File: config.mk
export PLATFORM = sky130hd
export DESIGN_NAME = reflow_profile_sequencer
export DESIGN_NICKNAME = d
export VERILOG_FILES = /design/src/rps_pkg.sv /design/src/rps_cfg.sv /design/src/rps_core.sv /design/src/reflow_profile_sequencer.sv
export SDC_FILE = /design/constraint.sdc
export NUM_CORES = 1
export LEC_CHECK = 0
export BUFFER_PORTS_ARGS = -buffer_cell sky130_fd_sc_hd__buf_2
export CORE_ASPECT_RATIO = 0.6
export CORE_MARGIN = 10
export CORE_UTILIZATION = 42
export CTS_CLUSTER_SIZE = 14
export DETAILED_ROUTE_END_ITERATION = 16
export SKIP_CTS_REPAIR_TIMING = 1
export SLEW_MARGIN = 0
export SYNTH_ARGS = -nofsm -noshare
export SYNTH_HDL_FRONTEND = slang
export SYNTH_SLANG_ARGS = --single-unit
export TNS_END_PERCENT = 100
File: constraint.sdc
create_clock -name clk -period 5.6 [get_ports clk]
set_input_delay 1.12 -clock clk [delete_from_list [all_inputs] [get_ports clk]]
set_output_delay 1.12 -clock clk [all_outputs]
set_load 0.02 [all_outputs]
File: src/rps_pkg.sv
// ----------------------------------------------------------------------------
// rps_pkg: shared types and constants for the reflow profile sequencer
// Beat payload structs, configuration image, zone codes and register indexes.
// ----------------------------------------------------------------------------
package rps_pkg;

	// Field widths
	localparam int TEMP_BITS      = 12;
	localparam int SECONDS_BITS   = 10;
	localparam int PRESCALE_BITS  = 6;
	localparam int TPS_BITS       = 7;
	localparam int ZONE_BITS      = 3;
	localparam int LED_BITS       = 5;
	localparam int CFG_INDEX_BITS = 3;
	localparam int CFG_DATA_BITS  = 12;

	// Zone codes
	localparam logic [ZONE_BITS-1:0] ZONE_IDLE    = 3'd0;
	localparam logic [ZONE_BITS-1:0] ZONE_PREHEAT = 3'd1;
	localparam logic [ZONE_BITS-1:0] ZONE_SOAK    = 3'd2;
	localparam logic [ZONE_BITS-1:0] ZONE_REFLOW  = 3'd3;
	localparam logic [ZONE_BITS-1:0] ZONE_HOLD    = 3'd4;
	localparam logic [ZONE_BITS-1:0] ZONE_COOL    = 3'd5;

	// Zone indicator masks
	localparam logic [LED_BITS-1:0] LED_PREHEAT = 5'b00001;
	localparam logic [LED_BITS-1:0] LED_SOAK    = 5'b00010;
	localparam logic [LED_BITS-1:0] LED_REFLOW  = 5'b00100;
	localparam logic [LED_BITS-1:0] LED_COOL    = 5'b01000;
	localparam logic [LED_BITS-1:0] LED_DONE    = 5'b10000;

	// Configuration register indexes
	localparam logic [CFG_INDEX_BITS-1:0] CFG_PREHEAT_THR = 3'd0;
	localparam logic [CFG_INDEX_BITS-1:0] CFG_SOAK_SECS   = 3'd1;
	localparam logic [CFG_INDEX_BITS-1:0] CFG_REFLOW_THR  = 3'd2;
	localparam logic [CFG_INDEX_BITS-1:0] CFG_HOLD_SECS   = 3'd3;
	localparam logic [CFG_INDEX_BITS-1:0] CFG_COOL_THR    = 3'd4;
	localparam logic [CFG_INDEX_BITS-1:0] CFG_TOGGLE_SECS = 3'd5;
	localparam logic [CFG_INDEX_BITS-1:0] CFG_TICKS_PER_S = 3'd6;

	// Prescaler range
	localparam logic [TPS_BITS-1:0]      TPS_MAX      = 7'd64;
	localparam logic [PRESCALE_BITS-1:0] PRESCALE_TOP = '1;
	localparam logic [SECONDS_BITS-1:0]  SECONDS_MAX  = '1;

	typedef struct packed {
		logic [TEMP_BITS-1:0] temperature;
		logic                 start_switch;
	} rps_in_t;

	typedef struct packed {
		logic                 heater_relay;
		logic [LED_BITS-1:0]  zone_leds;
		logic [ZONE_BITS-1:0] zone;
		logic                 profile_done;
	} rps_out_t;

	typedef struct packed {
		logic [TEMP_BITS-1:0]     preheat_threshold;
		logic [SECONDS_BITS-1:0]  soak_seconds;
		logic [TEMP_BITS-1:0]     reflow_threshold;
		logic [SECONDS_BITS-1:0]  hold_seconds;
		logic [TEMP_BITS-1:0]     cool_threshold;
		logic [SECONDS_BITS-1:0]  toggle_seconds;
		logic [PRESCALE_BITS-1:0] prescale_last;
	} rps_cfg_t;

endpackage

File: src/rps_cfg.sv
// ----------------------------------------------------------------------------
// rps_cfg: configuration register file
// Holds the profile thresholds and durations; stores the tick prescaler as
// its clamped terminal count so the core compares directly.
// ----------------------------------------------------------------------------
module rps_cfg import rps_pkg::*; (
	input  logic                      clk,
	input  logic                      arst_n,
	input  logic                      cfg_we,
	input  logic [CFG_INDEX_BITS-1:0] cfg_index,
	input  logic [CFG_DATA_BITS-1:0]  cfg_data,
	output rps_cfg_t                  cfg
);

	rps_cfg_t                 cfg_q;
	logic [TPS_BITS-1:0]      tps_raw;
	logic [TPS_BITS-1:0]      tps_less;
	logic [PRESCALE_BITS-1:0] last_d;

	// Clamp ticks per second to 1..64 and convert to terminal count
	assign tps_raw  = cfg_data[TPS_BITS-1:0];
	assign tps_less = tps_raw - TPS_BITS'(1);
	always_comb begin
		if (tps_raw == '0) begin
			last_d = '0;
		end else if (tps_raw > TPS_MAX) begin
			last_d = PRESCALE_TOP;
		end else begin
			last_d = tps_less[PRESCALE_BITS-1:0];
		end
	end

	// Write decode
	always_ff @(posedge clk or negedge arst_n) begin
		if (!arst_n) begin
			cfg_q.preheat_threshold <= TEMP_BITS'(2048);
			cfg_q.soak_seconds      <= SECONDS_BITS'(90);
			cfg_q.reflow_threshold  <= TEMP_BITS'(3000);
			cfg_q.hold_seconds      <= SECONDS_BITS'(30);
			cfg_q.cool_threshold    <= TEMP_BITS'(1000);
			cfg_q.toggle_seconds    <= SECONDS_BITS'(10);
			cfg_q.prescale_last     <= PRESCALE_BITS'(19);
		end else if (cfg_we) begin
			unique case (cfg_index)
				CFG_PREHEAT_THR: cfg_q.preheat_threshold <= cfg_data[TEMP_BITS-1:0];
				CFG_SOAK_SECS:   cfg_q.soak_seconds      <= cfg_data[SECONDS_BITS-1:0];
				CFG_REFLOW_THR:  cfg_q.reflow_threshold  <= cfg_data[TEMP_BITS-1:0];
				CFG_HOLD_SECS:   cfg_q.hold_seconds      <= cfg_data[SECONDS_BITS-1:0];
				CFG_COOL_THR:    cfg_q.cool_threshold    <= cfg_data[TEMP_BITS-1:0];
				CFG_TOGGLE_SECS: cfg_q.toggle_seconds    <= cfg_data[SECONDS_BITS-1:0];
				CFG_TICKS_PER_S: cfg_q.prescale_last     <= last_d;
				default: begin
				end
			endcase
		end
	end

	assign cfg = cfg_q;

endmodule

File: src/rps_core.sv
// ----------------------------------------------------------------------------
// rps_core: profile state machine and seconds timer
// Computes one tick's update from the staged sample and commits it when the
// staged beat moves to the output register.
// ----------------------------------------------------------------------------
module rps_core import rps_pkg::*; (
	input  logic     clk,
	input  logic     arst_n,
	input  logic     fire,
	input  rps_in_t  item,
	input  rps_cfg_t cfg,
	output rps_out_t result
);

	logic [ZONE_BITS-1:0]     zone_q, zone_d;
	logic [PRESCALE_BITS-1:0] presc_q, presc_d;
	logic [SECONDS_BITS-1:0]  secs_q, secs_d;
	logic                     relay_q, relay_d;
	logic [LED_BITS-1:0]      leds_q, leds_d;
	logic                     sw_q;
	logic                     rise;
	logic                     restart;
	logic                     done;
	logic                     timing_zone;

	assign rise = item.start_switch & ~sw_q;
	assign timing_zone = (zone_q == ZONE_PREHEAT) || (zone_q == ZONE_SOAK) ||
		(zone_q == ZONE_REFLOW) || (zone_q == ZONE_HOLD);

	// Zone transitions
	always_comb begin
		zone_d  = zone_q;
		relay_d = relay_q;
		leds_d  = leds_q;
		restart = 1'b0;
		done    = 1'b0;
		unique case (zone_q)
			ZONE_PREHEAT: begin
				if (item.temperature > cfg.preheat_threshold) begin
					zone_d  = ZONE_SOAK;
					relay_d = 1'b0;
					leds_d  = leds_q | LED_SOAK;
					restart = 1'b1;
				end else if (secs_q >= cfg.toggle_seconds) begin
					relay_d = ~relay_q;
					restart = 1'b1;
				end
			end
			ZONE_SOAK: begin
				if (secs_q >= cfg.soak_seconds) begin
					zone_d  = ZONE_REFLOW;
					relay_d = 1'b1;
					leds_d  = leds_q | LED_REFLOW;
					restart = 1'b1;
				end
			end
			ZONE_REFLOW: begin
				if (item.temperature > cfg.reflow_threshold) begin
					zone_d  = ZONE_HOLD;
					relay_d = 1'b0;
					restart = 1'b1;
				end else if (secs_q >= cfg.toggle_seconds) begin
					relay_d = ~relay_q;
					restart = 1'b1;
				end
			end
			ZONE_HOLD: begin
				if (secs_q >= cfg.hold_seconds) begin
					zone_d  = ZONE_COOL;
					relay_d = 1'b0;
					leds_d  = leds_q | LED_COOL;
					restart = 1'b1;
				end
			end
			ZONE_COOL: begin
				if (item.temperature < cfg.cool_threshold) begin
					zone_d  = ZONE_IDLE;
					relay_d = 1'b0;
					leds_d  = leds_q | LED_DONE;
					done    = 1'b1;
					restart = 1'b1;
				end
			end
			default: begin
				// idle and unused codes: start on a rising switch edge
				zone_d = ZONE_IDLE;
				if (rise) begin
					zone_d  = ZONE_PREHEAT;
					relay_d = 1'b1;
					leds_d  = LED_PREHEAT;
					restart = 1'b1;
				end
			end
		endcase
	end

	// Prescaler and saturating seconds count
	always_comb begin
		presc_d = presc_q;
		secs_d  = secs_q;
		if (restart) begin
			presc_d = '0;
			secs_d  = '0;
		end else if (timing_zone) begin
			if (presc_q >= cfg.prescale_last) begin
				presc_d = '0;
				if (secs_q != SECONDS_MAX) begin
					secs_d = secs_q + SECONDS_BITS'(1);
				end
			end else begin
				presc_d = presc_q + PRESCALE_BITS'(1);
			end
		end
	end

	// Commit state on each processed beat
	always_ff @(posedge clk or negedge arst_n) begin
		if (!arst_n) begin
			zone_q  <= ZONE_IDLE;
			presc_q <= '0;
			secs_q  <= '0;
			relay_q <= 1'b0;
			leds_q  <= '0;
			sw_q    <= 1'b0;
		end else if (fire) begin
			zone_q  <= zone_d;
			presc_q <= presc_d;
			secs_q  <= secs_d;
			relay_q <= relay_d;
			leds_q  <= leds_d;
			sw_q    <= item.start_switch;
		end
	end

	assign result.heater_relay = relay_d;
	assign result.zone_leds    = leds_d;
	assign result.zone         = zone_d;
	assign result.profile_done = done;

endmodule

File: src/reflow_profile_sequencer.sv
// ----------------------------------------------------------------------------
// reflow_profile_sequencer: reflow oven profile controller
// Input register, per-tick profile update and output register.
// ----------------------------------------------------------------------------
// Usage:
//   in_valid/in_stall/in_data carry one beat per timer tick: a temperature
//   sample and the start switch level. out_valid/out_stall/out_data return
//   one beat per input beat: heater relay, sticky zone LEDs, current zone
//   and the done pulse, all as they stand after that tick.
//   A beat moves on a rising edge where valid is high and stall is low.
//   Path: each result beat passes the input register, then the output
//   register. Throughput: one beat per cycle while the receiver does not
//   stall; the only path that limits it is the zone compare and seconds
//   counter update between the two registers.
//   When the receiver stalls, the result holds in the output register and
//   one more beat waits in the input register; in_stall rises only when
//   both are full.
//   Configuration (cfg_we/cfg_index/cfg_data) writes take effect on the
//   next edge; write only while no beats are in flight.
//   Reset clears the pipeline and returns to idle with the relay off and
//   all LEDs dark; registers return to their default profile.
// ----------------------------------------------------------------------------
module reflow_profile_sequencer import rps_pkg::*; (
	input  logic                      clk,
	input  logic                      arst_n,
	input  logic                      in_valid,
	output logic                      in_stall,
	input  rps_in_t                   in_data,
	output logic                      out_valid,
	input  logic                      out_stall,
	output rps_out_t                  out_data,
	input  logic                      cfg_we,
	input  logic [CFG_INDEX_BITS-1:0] cfg_index,
	input  logic [CFG_DATA_BITS-1:0]  cfg_data
);

	rps_cfg_t cfg;
	rps_in_t  item_s1;
	logic     valid_s1;
	rps_out_t result;
	rps_out_t result_s2;
	logic     valid_s2;
	logic     fire;

	// Advance the staged beat when the output register is free or draining
	assign fire     = valid_s1 && (!valid_s2 || !out_stall);
	assign in_stall = valid_s1 && !fire;

	// Input register
	always_ff @(posedge clk or negedge arst_n) begin
		if (!arst_n) begin
			valid_s1 <= 1'b0;
		end else if (!in_stall) begin
			valid_s1 <= in_valid;
		end
	end

	always_ff @(posedge clk) begin
		if (in_valid && !in_stall) begin
			item_s1 <= in_data;
		end
	end

	rps_cfg u_cfg (
		.clk       (clk),
		.arst_n    (arst_n),
		.cfg_we    (cfg_we),
		.cfg_index (cfg_index),
		.cfg_data  (cfg_data),
		.cfg       (cfg)
	);

	rps_core u_core (
		.clk    (clk),
		.arst_n (arst_n),
		.fire   (fire),
		.item   (item_s1),
		.cfg    (cfg),
		.result (result)
	);

	// Output register: load on fire, drop when taken
	always_ff @(posedge clk or negedge arst_n) begin
		if (!arst_n) begin
			valid_s2 <= 1'b0;
		end else if (fire) begin
			valid_s2 <= 1'b1;
		end else if (!out_stall) begin
			valid_s2 <= 1'b0;
		end
	end

	always_ff @(posedge clk) begin
		if (fire) begin
			result_s2 <= result;
		end
	end

	assign out_valid = valid_s2;
	assign out_data  = result_s2;

endmodule

=== After elaboration in Yosys (flattened, before gate mapping) ===
Index checks and enable logic that the tools add are counted.

* Bits of input ports: 33
* Logic and storage cells: 113
* Bits in registers: 123

* Bitwise operators: 3
* Order comparisons: 8
* Reduce and logical (&&, ||, !) cells: 25
* Equal/unequal tests: 13
* Muxes and demuxes: 40
* Add/subtract/negate cells: 3

{| class="wikitable"
|+ Operator list
! kind !! number
|-
| 10-bit 2-to-1 mux || 4
|-
| 10-bit >= comparator || 3
|-
| 6-bit 2-to-1 mux || 5
|-
| 5-bit one-hot mux with 5 select lines || 1
|-
| 12-bit > comparator || 2
|-
| 3-bit 2-to-1 mux || 6
|-
| 1-bit 2-to-1 mux || 17
|-
| 2-bit AND reduction || 8
|-
| 3-bit == test, second input constant || 5
|-
| 3-bit one-hot mux with 5 select lines || 1
|-
| 3-bit by 2-bit == test with 1-bit output, second input constant || 4
|-
| 12-bit less-than comparator || 1
|-
| 10-bit by 1-bit adder with 10-bit output, second input constant || 1
|-
| 5-bit 2-to-1 mux || 2
|-
| 10-bit inequality test, second input constant || 1
|-
| 1-bit one-hot mux with 5 select lines || 2
|-
| 7-bit > comparator, second input constant || 1
|-
| 7-bit logical NOT || 1
|-
| 6-bit by 1-bit adder with 6-bit output, second input constant || 1
|-
| 3-bit by 1-bit == test with 1-bit output, second input constant || 2
|-
| 6-bit >= comparator || 1
|-
| 2-bit nonzero test || 3
|-
| 6-bit by 1-bit subtractor with 6-bit output, second input constant || 1
|-
| 1-bit logical NOT || 4
|-
| 9 further kinds || 15
|}

=== Depth between registers and ports, before layout ===
* Word-level depth: 7
* Depth in mapped cells: 11
* Gate-level depth less buffers: 10

=== Hierarchy ===
From an unflattened synthesis, not the netlist that was laid out.

* Cells, all modules: 642
* Area total of the unflattened synthesis: 7,216.9 um^2

{| class="wikitable"
|+ By module, submodules not included
! module !! sequential area each (um^2) !! instances !! cells each !! area each (um^2)
|-
| rps_core || 650.6 || 1 || 406 || 3,350.7
|-
| rps_cfg || 1,835.5 || 1 || 205 || 3,083.0
|-
| reflow_profile_sequencer || 740.7 || 1 || 31 || 783.3
|}

=== Worst setup path after synthesis ===
No wires, ideal clock.

* Path kind: input -> register
* Start point: input cfg_data[2]
* End point: register u_cfg.cfg_q, in the netlist u_cfg.cfg[1]
* Setup slack: 3.097 ns
* Required time: 5.518 ns
* Path buffers: 1
* Arrival: 2.420 ns
* Stages on the path: 5
* Library setup time: 0.082 ns
* Path through: clkbuf_1 nor3_1 nand3b_1 maj3_1 mux2_2

* Cells in the longest elaborated chain, start to end: 3

{| class="wikitable"
|+ Ends and longest elaborated chain
! item !! RTL line !! RTL
|-
| start: declaration || reflow_profile_sequencer.sv:34 || <nowiki>input logic [CFG_DATA_BITS-1:0] cfg_data</nowiki>
|-
| 7-bit > comparator || rps_cfg.sv:26 || <nowiki>end else if (tps_raw > TPS_MAX) begin</nowiki>
|-
| 6-bit 2-to-1 mux || rps_cfg.sv:26 ||
|-
| 6-bit 2-to-1 mux * || rps_cfg.sv:24 || <nowiki>if (tps_raw == '0) begin</nowiki>
|-
| end: declaration || rps_cfg.sv:15 || <nowiki>rps_cfg_t cfg_q;</nowiki>
|}

Every way passes the cells marked *; elsewhere a longest branch is shown, timed or not.
A chain may end at the register's enable or synchronous reset.

=== Worst setup path after layout ===
* Start point: input out_stall
* End point: register u_core.secs_q[2]

* Cells in the longest elaborated chain, start to end: 4

{| class="wikitable"
|+ Ends and longest elaborated chain
! item !! RTL line !! RTL
|-
| start: declaration || reflow_profile_sequencer.sv:30 || <nowiki>input logic out_stall,</nowiki>
|-
| 1-bit logical NOT || -- ||
|-
| 1-bit logical OR || reflow_profile_sequencer.sv:46 || <nowiki>assign fire = valid_s1 && (!valid_s2 || !out_stall);</nowiki>
|-
| 1-bit logical AND || reflow_profile_sequencer.sv:46 ||
|-
| 4-bit AND reduction (no line) || -- ||
|-
| end signal: assignment || rps_core.sv:128 || <nowiki>secs_q <= secs_d;</nowiki>
|-
| end: declaration || rps_core.sv:17 || <nowiki>logic [SECONDS_BITS-1:0] secs_q, secs_d;</nowiki>
|}

No other way between the ends.

==> qor.csv <==
metric;value;unit
outcome;completed;
fin_ws;2.214;ns
die_w;186.5;um
die_area;0.02236;mm2
critPathKind;in2reg;
h-tree-depth;4;
async_flop_share;81.30;%
yosys.area.top_type_share;26.15;%
yosysWarnings;0;
r2r_setup_slack;2.63;ns
synth.most_common_cell;nand2_1;
min_path_type;reg2reg;
start_kind;input port;
ys_ff_latch;123;
io-pin-count;45;
drt-pass1-iter-count;5;
slowest_delay;0.72;ns
routabilityCongestion;0.8558;
ys.flop_type;dfrtp_1;
area_delta_synth_final;14.97;%
fillers;1473;
end_kind;flop;
coreArea;0.01626;mm2
wl_per_cell;17.35;um
initial_utilization;42.96;%
synth_nets;797;
final-hold-violation-count;0;
fin_nets;843;
timing.setup.tns;0;ns
grtUsageTotal;15.38;%
final-max-slew-violation-count;0;
drt_iter0_drc;405;
path_cells;buf_2, nand2_1, nand2_1, inv_1, nand2_1, a31oi_2, nand2_2, o21ai_0, o32ai_2;
reg2regPathDepth;8;
cts_tree;done;
instances_no_fill;976;
ant_nets;0;
drv_cap;0;
synth_area_leaders;dfrtp_1 (26%), ha_1 (13%), dfstp_2 (10%);
clock_latency;0.42;ns
row_count;36;
min_path_cells;2;
p_leak;0.003684;uW
worst_pin_slew;1.029;ns
cts_root_buf;clkbuf_16;
required;5.88;ns
synth_edf_count;23;
fin_crit;3.386;ns
drc_errors;0;
path_clk_slew;0.06;ns
cp_common_cell;nand2_1;
irDropWorstVdd;0.0001970;V
synth_area_leader_cell;dfrtp_1;
grt_overflow;0;
ys_top_cells_by_count;nand2_1 (92), inv_1 (77), ha_1 (75);
placed_cells;944;
seq_area;0.003227;mm2
cts_buffers;17;
seq_area_frac_synth;46.19;%
powerDensity;408.0;mW/mm2
clock-sinks;123;
yosysUniqueCellTypes;69;
crit_arrival;3.67;ns
grt_pass1_wl;27460;um
multiInputGateArea;0.003396;mm2
drive_above_1_share;19.65;%
final.period_utilization;60.46;%
vias;5180;
viasPerCell;5.307;
max_slew_margin;31.08;%
clock_path_buffers;2;
die_h;119.9;um
antenna_cells;0;
max_freq;295.3;MHz
post-place-ws;1.842;ns
dp_hpwl;12640;um
setup_viol_count_final;0;
first_global_vias;5230;
grt_max_degree;54;
syn_avg_cell_area;10.14;um2
total_power;3277;uW
synthesis.area;0.006985;mm2
rsz0062_at_grt;no;
portBuffers;44;
antenna_found_initial;0;
slowest_stage;inv_1;
cp_max_fo;21;
finClkSkew;0.01423;ns
netlist_instances;689;
totalWireLength;16940;um
[worst paths after layout]
check / from / endpoint
setup / recovery: out_stall / u_core.secs_q[2]
hold / removal: u_cfg.cfg[4] / u_cfg.cfg[4]
setup reg to reg: out_valid / u_core.secs_q[2]
hold reg to reg: u_cfg.cfg[4] / u_cfg.cfg[4]
max in group asynchronous: arst_n / u_core.secs_q[9]
min in group asynchronous: arst_n / u_cfg.cfg[17]
[kinds of logic (layout without fill, tap and decap cells)]
family                   Yosys count  after routing  synth area share [%]
buffers and inverters             98            157                 5.409
adder cells (fa/ha/maj)           76             76                 13.58
multiplexers                      23             23                 3.690
flip-flops                       123            123                 46.19
AO/OA/AOI/OAI                    166            166                 16.73
XOR/XNOR                           8              8                 1.003
AND/OR/NAND/NOR                  195            195                 13.40
[state kept, by name, summed over array words and instances, names as in the netlist]
signal / flops
u_cfg.cfg: 72
item_s1: 13
out_data: 10
u_core.secs_q: 10
u_core.presc_q: 6
u_core.leds_q: 5
u_core.zone_q: 3
out_valid: 1
u_core.relay_q: 1
u_core.sw_q: 1
valid_s1: 1
[metrics by stage]
| step | hold slack [ns] | instance area (um2) | utilization, % |
|---|---|---|---|
| floorplan | 0.4247 | 6985 | - |
| global placement | 0.4490 | 7450 | 45.81 |
| detailed placement | 0.4732 | 7450 | 45.81 |
| CTS | 0.4832 | 8031 | 49.39 |
| global route | 0.5058 | 8031 | 49.39 |
| finish | 0.4799 | 8031 | 49.39 |
[layer usage]
layer | part of all wire (%) | track usage [%]
met1 | 55 | 23.39
met2 | 39 | 20.72
met3 | 5.0 | 3.644
met4 | 1.4 | 4.714
met5 | 0 | 0
[worst max-delay path: cells and delay by family]
| kind | cells | cell delay [ns] |
|---|---|---|
| simple gates | 4 | 0.90 |
| buf+inv | 2 | 0.83 |
| compound gates | 3 | 0.81 |
[power by group]
| part | switching, uW | internal (uW) | total, uW | leakage [uW] |
|---|---|---|---|---|
| clock | 392 | 709 | 1100 | 0.000278 |
| sequential | 132 | 1130 | 1260 | 0.00142 |
| combinational | 550 | 365 | 915 | 0.00199 |
[area by class of cell]
| type | count | area share (%) |
|---|---|---|
| multi-input combinational | 468 | 42.28 |
| sequential | 123 | 40.18 |
| clock buffer | 24 | 5.749 |
| inverter | 77 | 3.599 |
| tap | 228 | 3.552 |
| timing repair buffer | 48 | 3.147 |
| clock inverter | 8 | 1.496 |
[cell usage in the layout, fill, tap and decap left out, drive strengths merged, types with 12 or more instances in the layout]
master,count
nand2,93
inv,77
ha,75
dfrtp,73
o21ai,62
buf,48
a21oi,29
dfstp,27
nor2,27
clkbuf,24
edfxtp,23
mux2,22
nand3,16
nand2b,15
a22o,12
Power figures use the tool's default switching activity.
